### src/rtl/gcc_pkg.sv
package gcc_pkg;

   localparam int PIX_W      = 17;
   localparam int GRAD_W     = 18;
   localparam int PROD_W     = 36;
   localparam int CORR_W     = 63;
   localparam int CSR_IDX_W  = 2;
   localparam int CSR_DATA_W = 16;

   localparam logic [CSR_IDX_W-1:0] CSR_TPL_WIDTH  = 2'd0;
   localparam logic [CSR_IDX_W-1:0] CSR_TPL_HEIGHT = 2'd1;
   localparam logic [CSR_IDX_W-1:0] CSR_IMG_WIDTH  = 2'd2;
   localparam logic [CSR_IDX_W-1:0] CSR_IMG_HEIGHT = 2'd3;

   typedef logic signed [PIX_W-1:0]  pix_type;
   typedef logic signed [GRAD_W-1:0] grad_type;

   typedef enum logic [1:0] {
      ST_IDLE,
      ST_SCAN,
      ST_DRAIN,
      ST_OUT
   } state_type;

   // One template sample and the image sample under it.
   typedef struct packed {
      pix_type tpl;
      pix_type img;
   } pair_type;

   typedef struct packed {
      logic     valid;
      logic     last;
      grad_type dx_t;
      grad_type dx_i;
      grad_type dy_t;
      grad_type dy_i;
   } grad_bundle_type;

   typedef struct packed {
      logic                     done;
      logic signed [CORR_W-1:0] sum;
   } mac_out_type;

endpackage

### src/rtl/gcc_mac.sv
// Gradient register, two products, then the running sum.
module gcc_mac (
   input  logic                      clock,
   input  logic                      reset,
   input  logic                      clear,
   input  gcc_pkg::grad_bundle_type  grad,
   output gcc_pkg::mac_out_type      result
);

   gcc_pkg::grad_bundle_type               grad_ff;
   logic signed [gcc_pkg::PROD_W-1:0]      prod_x_ff;
   logic signed [gcc_pkg::PROD_W-1:0]      prod_y_ff;
   logic                                   prod_valid_ff;
   logic                                   prod_last_ff;
   logic signed [gcc_pkg::CORR_W-1:0]      acc_ff;
   logic signed [gcc_pkg::CORR_W-1:0]      acc_in;
   logic                                   done_ff;

   // Only the valid and done flags are reset; the data fields simply follow their inputs.
   always_ff @(posedge clock) begin
      if (reset) begin
         grad_ff.valid <= 1'b0;
         prod_valid_ff <= 1'b0;
         done_ff       <= 1'b0;
      end else begin
         grad_ff.valid <= grad.valid;
         prod_valid_ff <= grad_ff.valid;
         done_ff       <= prod_valid_ff && prod_last_ff;
      end
      grad_ff.last <= grad.last;
      grad_ff.dx_t <= grad.dx_t;
      grad_ff.dx_i <= grad.dx_i;
      grad_ff.dy_t <= grad.dy_t;
      grad_ff.dy_i <= grad.dy_i;
      prod_x_ff    <= grad_ff.dx_t * grad_ff.dx_i;
      prod_y_ff    <= grad_ff.dy_t * grad_ff.dy_i;
      prod_last_ff <= grad_ff.last;
   end

   always_comb begin
      acc_in = acc_ff + gcc_pkg::CORR_W'(prod_x_ff) + gcc_pkg::CORR_W'(prod_y_ff);
   end

   always_ff @(posedge clock) begin
      if (clear) begin
         acc_ff <= '0;
      end else if (prod_valid_ff) begin
         acc_ff <= acc_in;
      end
   end

   assign result.done = done_ff;
   assign result.sum  = acc_ff;

endmodule

### config.mk
export PLATFORM = sky130hd
export DESIGN_NAME = gcc_mac
export DESIGN_NICKNAME = d
export VERILOG_FILES = /design/src/rtl/gcc_pkg.sv /design/src/rtl/gcc_mac.sv
export SDC_FILE = /design/constraint.sdc
export NUM_CORES = 2
export LEC_CHECK = 0
export BUFFER_PORTS_ARGS = -buffer_cell sky130_fd_sc_hd__buf_2
export CORE_ASPECT_RATIO = 0.75
export CORE_UTILIZATION = 40
export DETAILED_ROUTE_END_ITERATION = 6
export PLACE_DENSITY_LB_ADDON = 0.25
export REMOVE_ABC_BUFFERS = 1
export SLEW_MARGIN = 20
export SYNTH_ARGS = -nofsm -noshare
export SYNTH_HDL_FRONTEND = slang
export SYNTH_SLANG_ARGS = --single-unit
### constraint.sdc
create_clock -name clock -period 9.65 [get_ports clock]
set_clock_uncertainty 0.1 [all_clocks]
set_input_delay 1.93 -clock clock [delete_from_list [all_inputs] [get_ports clock]]
set_output_delay 1.93 -clock clock [all_outputs]
set_load 0.01 [all_outputs]
==> run_results.csv <==
group,metric,value,unit
setup_path,cp.arrival,7980,ps
min_path,worstHoldPathType,"reg2reg",
synthesis,post-synth-top-count-cell,"inv_1",
detailed_routing,post_drt_wl_per_cell,16.63,µm
setup_path,worst-path-buf-inv,7,
detailed_routing,routed_wl,80.10,mm
setup_path,r2r-end,"prod_y_ff[34]$_DFF_P_",
setup_path,startpoint_type,"register",
placement,gp_congestion,0.9070,
detailed_routing,ant_nets,0,
cts,htree_levels,1,
cts,cts_buffers,28,
timing,tns,0,ps
cells_and_area,layout-drive-gt1-share,0.06452,
synthesis,synth_warnings,0,
setup_path,worstPathMaxFanout,18,
grt,grt_pass1_vias,24650,
synthesis,synth.avg_cell_area,9.442,µm²
min_path,hold_path_depth,0,
synthesis,synth_mux_area_frac,0.01086,
detailed_routing,via_count,23830,
setup_path,cp_slowest_cell,"dfxtp_1",
cts,postCtsHoldBufs,0,
timing,max-slew-margin-rel,0.2661,
placement,io_buffers,140,
cts,cts_root_buf,"clkbuf_16",
setup_path,r2r-start,"grad_ff[0]$_DFF_P_",
min_path,hold_path_end,"prod_last_ff$_DFF_P_",
cells_and_area,finalNetCount,4713,
cts,clock_path_buffers,3,
synthesis,synth.area.top_cells,"fa_1, dfxtp_1, ha_1, inv_1, and2_1",
timing,rsz0062_at_grt,"no",
setup_path,worst_path_most_repeated_cell,"inv_1",
synthesis,synth-adder-area-share,0.5140,
die,std_cell_rows,92,
setup_path,reg2reg_depth,25,
synthesis,netlist.area_leader.share,0.4231,
cts,post_cts_buffers,0,
die,io_pins,141,
detailed_routing,firstDrtPassIters,5,
die,start_util,0.4049,
setup_path,required,10040,ps
detailed_routing,drc,0,
synthesis,async_flop_share,0,
synthesis,syn_inst,3613,
synthesis,netlist_area,34120,µm²
detailed_routing,via_per_inst,4.947,
cts,cts.repair.resized,0,
placement,dp_hpwl,67.15,mm
cells_and_area,area_growth,7.823,%
synthesis,synth_top_cell_by_area,"fa_1",
timing,fmax,131.8,MHz
setup_path,r2r_setup_slack,2060,ps
synthesis,synth-edff-count,0,
timing,fin_crit_sh,0.7861,
setup_path,crit_path_end_kind,"register",
synthesis,synth_flop_cell,"dfxtp_1",
timing,hold_viol,0,
synthesis,synthSimpleGateAreaFrac,0.1444,
grt,grt_antenna_before_repair,2,
synthesis,yosys-top-cells-count,"inv_1, fa_1, nand2_1",
min_path,min_from,"grad_ff[72]$_DFF_P_",
synthesis,synth_cell_type_count,76,
synthesis,yosys.area_share.xor_xnor,0.03081,
outcome,outcome,"finished, final reports clean",
detailed_routing,drt_iter0_markers,1358,
grt,grt_pass1_wl,133.7,mm
timing,drv_slew,0,
grt,track_usage,0.1946,
cells_and_area,antenna_cells,0,
timing,period_needed,7586,ps
grt,grt_max_degree,49,
timing,setup_violations,0,
setup_path,critPathTopFamily,"adder cells",
die,die_x,339.2,µm
job,drv_cap,0,
setup_path,crit_type,"reg2reg",
cells_and_area,design_area,36780,µm²
timing,worst_pin_slew,1101,ps
die,design.die.area,86470,µm²
synthesis,synth_compound_area_frac,0.07662,
synthesis,synth_top_family_by_area,"adder cells",
grt,grt_remaining_overflow,0,
cts,clkTransAtPathRegs,60,ps
placement,place_area,35830,µm²
die,coreArea,84260,µm²
cts,cts_sinks,212,
synthesis,ys_ff_latch,212,
synthesis,synth-seq-area-share,0.1244,
setup_path,critical_path.max_stage_delay,750,ps
die,die_y,254.9,µm
setup_path,cp.depth,25,
timing,holdWs,228.1,ps
cts,cts_tree,"built",
cts,worstSkewPairLatency,620,ps
==> cells by family (layout without fill, tap and decap cells) <==
group	after synthesis	count (layout)
buffers and inverters	894	970
xor gates and xnor gates	120	120
and+or+nand+nor	988	988
muxes	37	37
DFF	212	212
adders and majority gates	969	969
AOI/OAI and AO/OA	393	393
==> through the flow <==
stage / worst slack (ps) / std cells / util
after floorplan: 3376 / 3484 / -
after global placement: 2410 / 4765 / 0.4252
after detailed placement: 2277 / 4765 / 0.4252
after CTS: 2215 / 4817 / 0.4366
after global routing: 1573 / 4817 / 0.4366
final: 2064 / 4817 / 0.4366
==> layout by cell type (no fill, tap or decap), drive strengths merged, types with 94 or more instances in the layout <==
cell | netlist | final
buf | 14 | 153
and2 | 332 | 332
a21oi | 131 | 131
nor2 | 133 | 133
ha | 248 | 248
dfxtp | 212 | 212
nand2 | 365 | 365
inv | 765 | 772
fa | 721 | 721
xnor2 | 94 | 94
==> cell type report <==
type | instances | area, µm²
clock buffers | 32 | 745.7
clock inverters | 20 | 207.7
fillers | 8311 | 47480
inverters | 765 | 2872
multi-input cells | 2507 | 26500
flip-flops and latches | 212 | 4250
well taps | 1128 | 1411
repair buffers | 153 | 798.3
==> worst max-delay path by stage <==
stage | from | end | slack, ps
final | grad_ff[0]$_DFF_P_ | prod_y_ff[34]$_DFF_P_ | 2060
after global routing | grad_ff[0]$_DFF_P_ | prod_y_ff[34]$_DFF_P_ | 1570
after CTS | grad_ff[0]$_DFF_P_ | prod_y_ff[34]$_DFF_P_ | 2220
after detailed placement | grad_ff[0]$_DFF_P_ | prod_y_ff[34]$_DFF_P_ | 2280
after global placement | grad_ff[0]$_DFF_P_ | prod_y_ff[34]$_DFF_P_ | 2410
after floorplan | grad_ff[35]$_DFF_P_ | prod_y_ff[35]$_DFF_P_ | 3380
==> per-layer routing <==
layer / vias to the layer above / wire [µm] / global-route usage
met3: 64 / 5580 / 0.03907
met4: 0 / 1138 / 0.02831
met5: - / 0 / 0
li1: 11120 / - / -
met1: 12100 / 38100 / 0.2886
met2: 549 / 35280 / 0.2987
==> registers in the layout, summed over array words and instances, names as in the netlist <==
name           flops
acc_ff            63
done_ff            1
grad_ff           74
prod_last_ff       1
prod_valid_ff      1
prod_x_ff         36
prod_y_ff         36
Power is left out: the tool's default activity adds up to more than one toggle a clock period on the data nets, which glitch-free logic cannot reach.
