==> config.mk <==
export PLATFORM = sky130hd
export DESIGN_NAME = gcc_cell
export DESIGN_NICKNAME = d
export VERILOG_FILES = /design/src/rtl/gcc_pkg.sv /design/src/rtl/gcc_cell.sv
export SDC_FILE = /design/constraint.sdc
export NUM_CORES = 1
export LEC_CHECK = 0
export ABC_AREA = 1
export CAP_MARGIN = 0
export CELL_PAD_IN_SITES_DETAIL_PLACEMENT = 1
export CELL_PAD_IN_SITES_GLOBAL_PLACEMENT = 1
export CORE_ASPECT_RATIO = 0.9
export CORE_MARGIN = 3
export CORE_UTILIZATION = 46
export DETAILED_ROUTE_END_ITERATION = 12
export DONT_BUFFER_PORTS = 1
export PLACE_DENSITY = 0.76
export SKIP_LAST_GASP = 1
export SLEW_MARGIN = 0
export SYNTH_ARGS = -nofsm -noshare
export SYNTH_HDL_FRONTEND = slang
export SYNTH_SLANG_ARGS = --single-unit
==> constraint.sdc <==
create_clock -name clock -period 0.8 [get_ports clock]
set_clock_uncertainty 0.1 [all_clocks]
set_input_delay 0.16 -clock clock [delete_from_list [all_inputs] [get_ports clock]]
set_output_delay 0.16 -clock clock [all_outputs]
set_load 0.01 [all_outputs]
==> src/rtl/gcc_pkg.sv <==
package gcc_pkg;

   localparam int PIX_W      = 17;
   localparam int GRAD_W     = 18;
   localparam int PROD_W     = 36;
   localparam int CORR_W     = 63;
   localparam int CSR_IDX_W  = 2;
   localparam int CSR_DATA_W = 16;

   localparam logic [CSR_IDX_W-1:0] CSR_TPL_WIDTH  = 2'd0;
   localparam logic [CSR_IDX_W-1:0] CSR_TPL_HEIGHT = 2'd1;
   localparam logic [CSR_IDX_W-1:0] CSR_IMG_WIDTH  = 2'd2;
   localparam logic [CSR_IDX_W-1:0] CSR_IMG_HEIGHT = 2'd3;

   typedef logic signed [PIX_W-1:0]  pix_type;
   typedef logic signed [GRAD_W-1:0] grad_type;

   typedef enum logic [1:0] {
      ST_IDLE,
      ST_SCAN,
      ST_DRAIN,
      ST_OUT
   } state_type;

   // One template sample and the image sample under it.
   typedef struct packed {
      pix_type tpl;
      pix_type img;
   } pair_type;

   typedef struct packed {
      logic     valid;
      logic     last;
      grad_type dx_t;
      grad_type dx_i;
      grad_type dy_t;
      grad_type dy_i;
   } grad_bundle_type;

   typedef struct packed {
      logic                     done;
      logic signed [CORR_W-1:0] sum;
   } mac_out_type;

endpackage

==> src/rtl/gcc_cell.sv <==
// One stage of the sample delay line; moves its pair on when shift is high.
module gcc_cell (
   input  logic                clock,
   input  logic                shift,
   input  gcc_pkg::pair_type   d,
   output gcc_pkg::pair_type   q
);

   gcc_pkg::pair_type pair_ff;

   always_ff @(posedge clock) begin
      if (shift) begin
         pair_ff <= d;
      end
   end

   assign q = pair_ff;

endmodule

==> summary.md, run 1 <==
| Metric | Value |
|---|---|
| Final WL | `2230 microns` |
| Worst-Margin Slew | `0.151 ns` |
| Count of final max-slew check failures | `0` |
| Hold_sp | `shift` |
| Leak | `0.499 nW` |
| DR vias | `500` |
| Max reg flops | `34` |
| Failing checks | `negative hold slack, negative setup slack` |
| Hold Crit Class | `input port to register` |
| Area grow syn2layout | `41.2%` |
| Hold Path End | `q[6]` |
| Cells after synthesis | `34` |
| CP Max Fanout | `1` |
| Crit path from | `q[20]` |
| Pwr Density | `2270 mW/mm^2` |
| Vias/cell | `5.00` |
| CP startpoint kind | `register` |
| Cts bufs inserted | `5` |
| Commonest cells post-synth | `34 x edfxtp_1` |
| Die Span Y | `50.7 microns` |
| IO buf count | `0` |
| Die boundary width | `55.7 microns` |
| Top Ports | `70` |
| Maximum vdd drop | `2.32 mV` |
| Final ANT Viol Nets | `0` |
| Setup TNS | `-7.87 ns` |
| CTS HTree Levels | `2` |
| Ant. Diodes | `0` |
| Yosys top cell area share | `1.00` |
| Vias in the first global route | `580` |
| Clk buf depth | `2` |
| Largest net degree at the start of global routing | `35` |
| #MultiIn Comb | `0` |
| EDFF count, synth | `34` |
| Antenna violations before repair | `0` |
| Placement Setup Slack | `0.116 ns` |
| Clock Pin Slew Worst Setup and Hold Paths | `0.11 ns` |
| Hold slack | `-0.173 ns` |
| Prevailing post-synth register cell | `edfxtp_1` |
| Final worst slack | `-0.254 ns` |
| CTS root buf | `clkbuf_4` |
| Total iterations of the first detailed-routing run | `4` |
| Final setup fails | `34` |
| Dominant cell type by area after synthesis | `edfxtp_1` |
| Ys async rst share | `0` |
| Syn Nets | `70` |
| Placement row count | `15` |
| Post CTS Setup Buffer Count | `0` |
| Fin. Hold Viols | `34` |
| Wire per inst | `22.3 microns` |
| Syn Std Cell Area | `0.00102 sq mm` |
| Tot GR Track Use | `0.172` |
| Max-slew headroom | `0.900` |
| Fin crit share | `1.32` |
| Synth warn | `0` |
| Iteration-0 DRC Markers | `15` |
| Setup CP Type | `register to output pin` |
| Core area | `0.00201 sq mm` |
| Final design utilization | `0.718` |
| Hold path cells | `0` |
| RSZ-0062 raised after global routing | `true` |
| CP arrival | `0.79 ns` |
| Worst Path Required | `0.54 ns` |
| Max-Cap Viols | `0` |
| Full die area | `0.00282 sq mm` |
| Avg Synthesized Cell Area | `30.0 sq um` |
| GPL Wtd Cong | `0.641` |
| GR Layer Usage met3 | `0.131` |
| First-pass GRT wire length | `3270 microns` |
| Footprint of the multi-input gates | `0 sq um` |
| Tot Pwr | `3.27 mW` |
| Status | `finished with violations` |
| Count leader, synth | `edfxtp_1` |
| Met1 Use GR | `0.170` |
| Initial core utilization | `0.508` |
| Synth area leaders | `edfxtp_1 100%` |
| CTS tree | `built` |
| Final-stage net count | `111` |
| Share of cells above drive strength 1 | `0.0800` |
| Clk sinks | `34` |
| Distinct cells, synth | `1` |
| Fmax | `949 MHz` |
| Post-synthesis sequential area ratio | `1.00` |
| Seq cells post-synth | `34` |
| GR Overflow Total | `0` |
| Detailed-route DRC error count | `0` |
| # hold bufs at CTS | `34` |
| Met2 Use GR | `0.276` |
| Tmin final | `1.05 ns` |
| Endpoint type of the worst setup path | `output pin` |
| Busiest grt layer | `met2` |
## area by class of cell
type,instances,area [sq um]
Sequential cell,34,1020
Fill cell,152,567
Timing Repair Buffer,34,340
Clock buffer,6,41.3
Tap cell,25,31.3
Clock inverter,1,7.51
## how the worst max path moves through the flow
stage / to / slack, ns / depth (start not counted)
after global placement: q[16] / 0.12 / 0
after global routing: q[4] / -0.30 / 0
after floorplan: q[0] / 0.15 / 0
final: q[20] / -0.25 / 0
after CTS: q[7] / -0.25 / 0
after detailed placement: q[7] / 0.12 / 0
## metrics by stage
step / cells / area [sq um]
floorplan: 34 / 1020
global placement: 59 / 1050
detailed placement: 59 / 1050
CTS: 100 / 1440
global route: 100 / 1440
finish: 100 / 1440
## routing by layer
| metal | vias to the layer above | wire [microns] | share of wire |
|---|---|---|---|
| met5 | - | 0 | 0 |
| li1 | 217 | - | - |
| met1 | 233 | 827 | 0.37 |
| met4 | 0 | 31 | 0.014 |
| met2 | 46 | 1120 | 0.50 |
| met3 | 4 | 258 | 0.12 |
## cell families (layout without fill, tap and decap cells)
family | count (synthesis) | in the layout | share of synthesized area
buffers and inverters | 0 | 41 | 0
DFF | 34 | 34 | 1.00
## where the power goes
| part | leakage, nW | switching (mW) | total [mW] | internal [mW] |
|---|---|---|---|---|
| logic | 0.142 | 0.0266 | 0.137 | 0.110 |
| clock network | 0.0243 | 0.555 | 0.883 | 0.328 |
| registers | 0.333 | 0.130 | 2.25 | 2.12 |
| total | 0.499 | 0.711 | 3.27 | 2.56 |
## layout by cell type (no fill, tap or decap), drive strengths merged
| cell | n |
|---|---|
| dlygate4sd3 | 34 |
| edfxtp | 34 |
| clkbuf | 6 |
| clkinvlp | 1 |
## repair_timing
action,4_1_cts,5_1_grt
cloned,0,0
hold endpoints to repair,68,34
gates resized for setup,0,0
setup endpoints to repair,34,34
pin swaps,0,0
No activity file was read; power rests on OpenSTA's default activity.
==> run 2: changes to the inputs <==
--- a/config.mk
+++ b/config.mk
@@ -7,14 +7,12 @@
 export LEC_CHECK = 0
 export ABC_AREA = 1
 export CAP_MARGIN = 0
-export CELL_PAD_IN_SITES_DETAIL_PLACEMENT = 1
-export CELL_PAD_IN_SITES_GLOBAL_PLACEMENT = 1
 export CORE_ASPECT_RATIO = 0.9
 export CORE_MARGIN = 3
-export CORE_UTILIZATION = 46
+export CORE_UTILIZATION = 57
 export DETAILED_ROUTE_END_ITERATION = 12
 export DONT_BUFFER_PORTS = 1
-export PLACE_DENSITY = 0.76
+export PLACE_DENSITY = 0.75
 export SKIP_LAST_GASP = 1
 export SLEW_MARGIN = 0
 export SYNTH_ARGS = -nofsm -noshare
==> summary.md, run 2 <==
| Metric | Value |
|---|---|
| Prevailing post-synth register cell | `edfxtp_1` |
| Die Span Y | `46.2 microns` |
| Placement row count | `13` |
| Distinct cells, synth | `1` |
| EDFF count, synth | `34` |
| IO buf count | `0` |
| Exit stage | `4_1_cts` |
| Post-synthesis sequential area ratio | `1.00` |
| Synth area leaders | `edfxtp_1 100%` |
| Initial core utilization | `0.654` |
| Clk sinks | `34` |
| Count leader, synth | `edfxtp_1` |
| Avg Synthesized Cell Area | `30.0 sq um` |
| Seq cells post-synth | `34` |
| Syn Nets | `70` |
| Cells after synthesis | `34` |
| Top Ports | `70` |
| Placed instance count | `56` |
| Clk buf depth | `2` |
| Resized cells post-CTS | `0` |
| CTS HTree Levels | `2` |
| Syn Std Cell Area | `0.00102 sq mm` |
| Die boundary width | `50.6 microns` |
| Cts bufs inserted | `5` |
| CTS root buf | `clkbuf_4` |
| Ys async rst share | `0` |
| Post CTS Setup Buffer Count | `0` |
| Synth warn | `0` |
| GPL Wtd Cong | `0.611` |
| Placement Setup Slack | `0.112 ns` |
| Error msg | `[ERROR DPL-0033] detailed placement checks failed during check placement.` |
| Status | `aborted with a tool error` |
| # hold bufs at CTS | `34` |
| Commonest cells post-synth | `34 x edfxtp_1` |
| Post-DP Area | `0.00105 sq mm` |
| Dominant cell type by area after synthesis | `edfxtp_1` |
| Yosys top cell area share | `1.00` |
==> run 2: kinds of logic after synthesis <==
logic type	synth area share
flip-flops	1.00
==> run 2: per-stage QoR <==
stage / hold WS (ns) / utilization
2_1_floorplan: 0.159 / -
3_3_place_gp: 0.159 / 0.671
3_5_place_dp: 0.159 / 0.671
==> run 3: changes to the inputs <==
--- a/config.mk
+++ b/config.mk
@@ -7,12 +7,11 @@
 export LEC_CHECK = 0
 export ABC_AREA = 1
 export CAP_MARGIN = 0
-export CORE_ASPECT_RATIO = 0.9
-export CORE_MARGIN = 3
-export CORE_UTILIZATION = 57
+export CORE_AREA = 3 3 64 66
 export DETAILED_ROUTE_END_ITERATION = 12
+export DIE_AREA = 0 0 67 69
 export DONT_BUFFER_PORTS = 1
-export PLACE_DENSITY = 0.75
+export PLACE_DENSITY_LB_ADDON = 0.15
 export SKIP_LAST_GASP = 1
 export SLEW_MARGIN = 0
 export SYNTH_ARGS = -nofsm -noshare
==> summary.md, run 3 (same netlist as run 1, synthesis figures left out) <==
| Metric | Value |
|---|---|
| Sequential share of power | `0.641` |
| GPL Wtd Cong | `0.529` |
| Register Area | `0.00102 sq mm` |
| Final-stage net count | `111` |
| Pwr Density | `2340 mW/mm^2` |
| #MultiIn Comb | `0` |
| Die boundary width | `67 microns` |
| Endpoint type of the worst setup path | `output pin` |
| Clock Power Share | `0.322` |
| Vias in the first global route | `485` |
| Vias/cell | `4.00` |
| IO buf count | `0` |
| Post CTS Setup Buffer Count | `0` |
| CTS HTree Levels | `2` |
| Max reg flops | `34` |
| Hold Crit Class | `input port to register` |
| Clk buf depth | `2` |
| Clk sinks | `34` |
| Hold slack | `-0.106 ns` |
| Die Span Y | `69 microns` |
| CP startpoint kind | `register` |
| Fin crit share | `1.22` |
| Ant. Diodes | `0` |
| Tmin final | `0.978 ns` |
| Switching Share | `0.194` |
| Fin. Hold Viols | `34` |
| # hold bufs at CTS | `34` |
| Placement Setup Slack | `0.104 ns` |
| Core area | `0.00363 sq mm` |
| CTS tree | `built` |
| Setup TNS | `-5.40 ns` |
| Max-Cap Viols | `0` |
| Iteration-0 DRC Markers | `5` |
| CTS root buf | `clkbuf_8` |
| First-pass GRT wire length | `2470 microns` |
| Final design utilization | `0.414` |
| CP Max Fanout | `1` |
| DR vias | `496` |
| Maximum vdd drop | `1.10 mV` |
| Final worst slack | `-0.178 ns` |
| Status | `finished with violations` |
| Combinational share of power | `0.037` |
| GR Overflow Total | `0` |
| Largest net degree at the start of global routing | `35` |
| Hold Path End | `q[15]` |
| Initial core utilization | `0.281` |
| Final Instance Area | `0.00150 sq mm` |
| Antenna violations before repair | `0` |
| Worst-Margin Slew | `0.160 ns` |
| Placement row count | `22` |
| Share of cells above drive strength 1 | `0.0789` |
| CP arrival | `0.72 ns` |
| Setup CP Type | `register to output pin` |
| Post-DP Area | `0.00108 sq mm` |
| Worst Path Required | `0.54 ns` |
| Full die area | `0.00462 sq mm` |
| Total iterations of the first detailed-routing run | `2` |
| RSZ-0062 raised after global routing | `true` |
| Final setup fails | `34` |
| Count of final max-slew check failures | `0` |
| Footprint of the multi-input gates | `0 sq um` |
| Fmax | `1020 MHz` |
| Most frequent cells in the layout | `34 x dlygate4sd3_1, 34 x edfxtp_1, 5 x clkbuf_8` |
| Hold_sp | `shift` |
| Detailed-route DRC error count | `0` |
| Area grow syn2layout | `47.2%` |
| Final ANT Viol Nets | `0` |
| Sw Pwr | `0.684 mW` |
| Hold path cells | `0` |
| Fillers | `353` |
| Final WL | `1760 microns` |
| Clock Pin Slew Worst Setup and Hold Paths | `0.06 ns` |
| Cts bufs inserted | `5` |
| Wire per inst | `14.2 microns` |
| Failing checks | `negative hold slack, negative setup slack` |
| Top Ports | `70` |
| Tot GR Track Use | `0.0773` |
| Max-slew headroom | `0.894` |
| Pint | `2.83 mW` |
| Leak | `0.517 nW` |
[run 3: layout make-up]
| cell class | count | area share |
|---|---|---|
| sequential | 34 | 0.679 |
| timing repair buffer | 34 | 0.226 |
| clock inverter | 2 | 0.00583 |
| clock buffer | 6 | 0.0483 |
| tap | 48 | 0.0400 |
[run 3: how the worst max path moves through the flow]
| stage | cells past startpoint | from | to |
|---|---|---|---|
| 6_report | 0 | q[19] | q[19] |
| 5_1_grt | 0 | q[32] | q[32] |
| 4_1_cts | 0 | q[32] | q[32] |
| 3_5_place_dp | 0 | q[32] | q[32] |
| 3_3_place_gp | 0 | q[14] | q[14] |
| 2_1_floorplan | 0 | q[0] | q[0] |
[run 3: power by group through the flow]
stage	registers, mW	logic, mW	clock network [mW]
5_1_grt	2.27	0.141	1.28
3_5_place_dp	2.30	0	0
6_report	2.26	0.131	1.13
4_1_cts	2.26	0.131	1.20
2_1_floorplan	2.27	0	0
3_3_place_gp	2.30	0	0
[run 3: timing repair]
item	in CTS	in global routing
endpoints found under the hold margin	68	34
gates resized for setup	0	0
setup endpoints to repair	34	34
pin swaps	0	0
[run 3: per-layer routing]
layer  vias to the layer above  track usage  part of all wire
li1                        217            -                 -
met1                       227       0.0706              0.36
met2                        48        0.115              0.47
met3                         4       0.0684              0.16
met4                         0       0.0405             0.011
met5                         -            0                 0
[run 3: through the flow]
stage | cells | power [mW]
2_1_floorplan | 34 | 2.27
3_3_place_gp | 82 | 2.30
3_5_place_dp | 82 | 2.30
4_1_cts | 124 | 3.59
5_1_grt | 124 | 3.69
6_report | 124 | 3.52
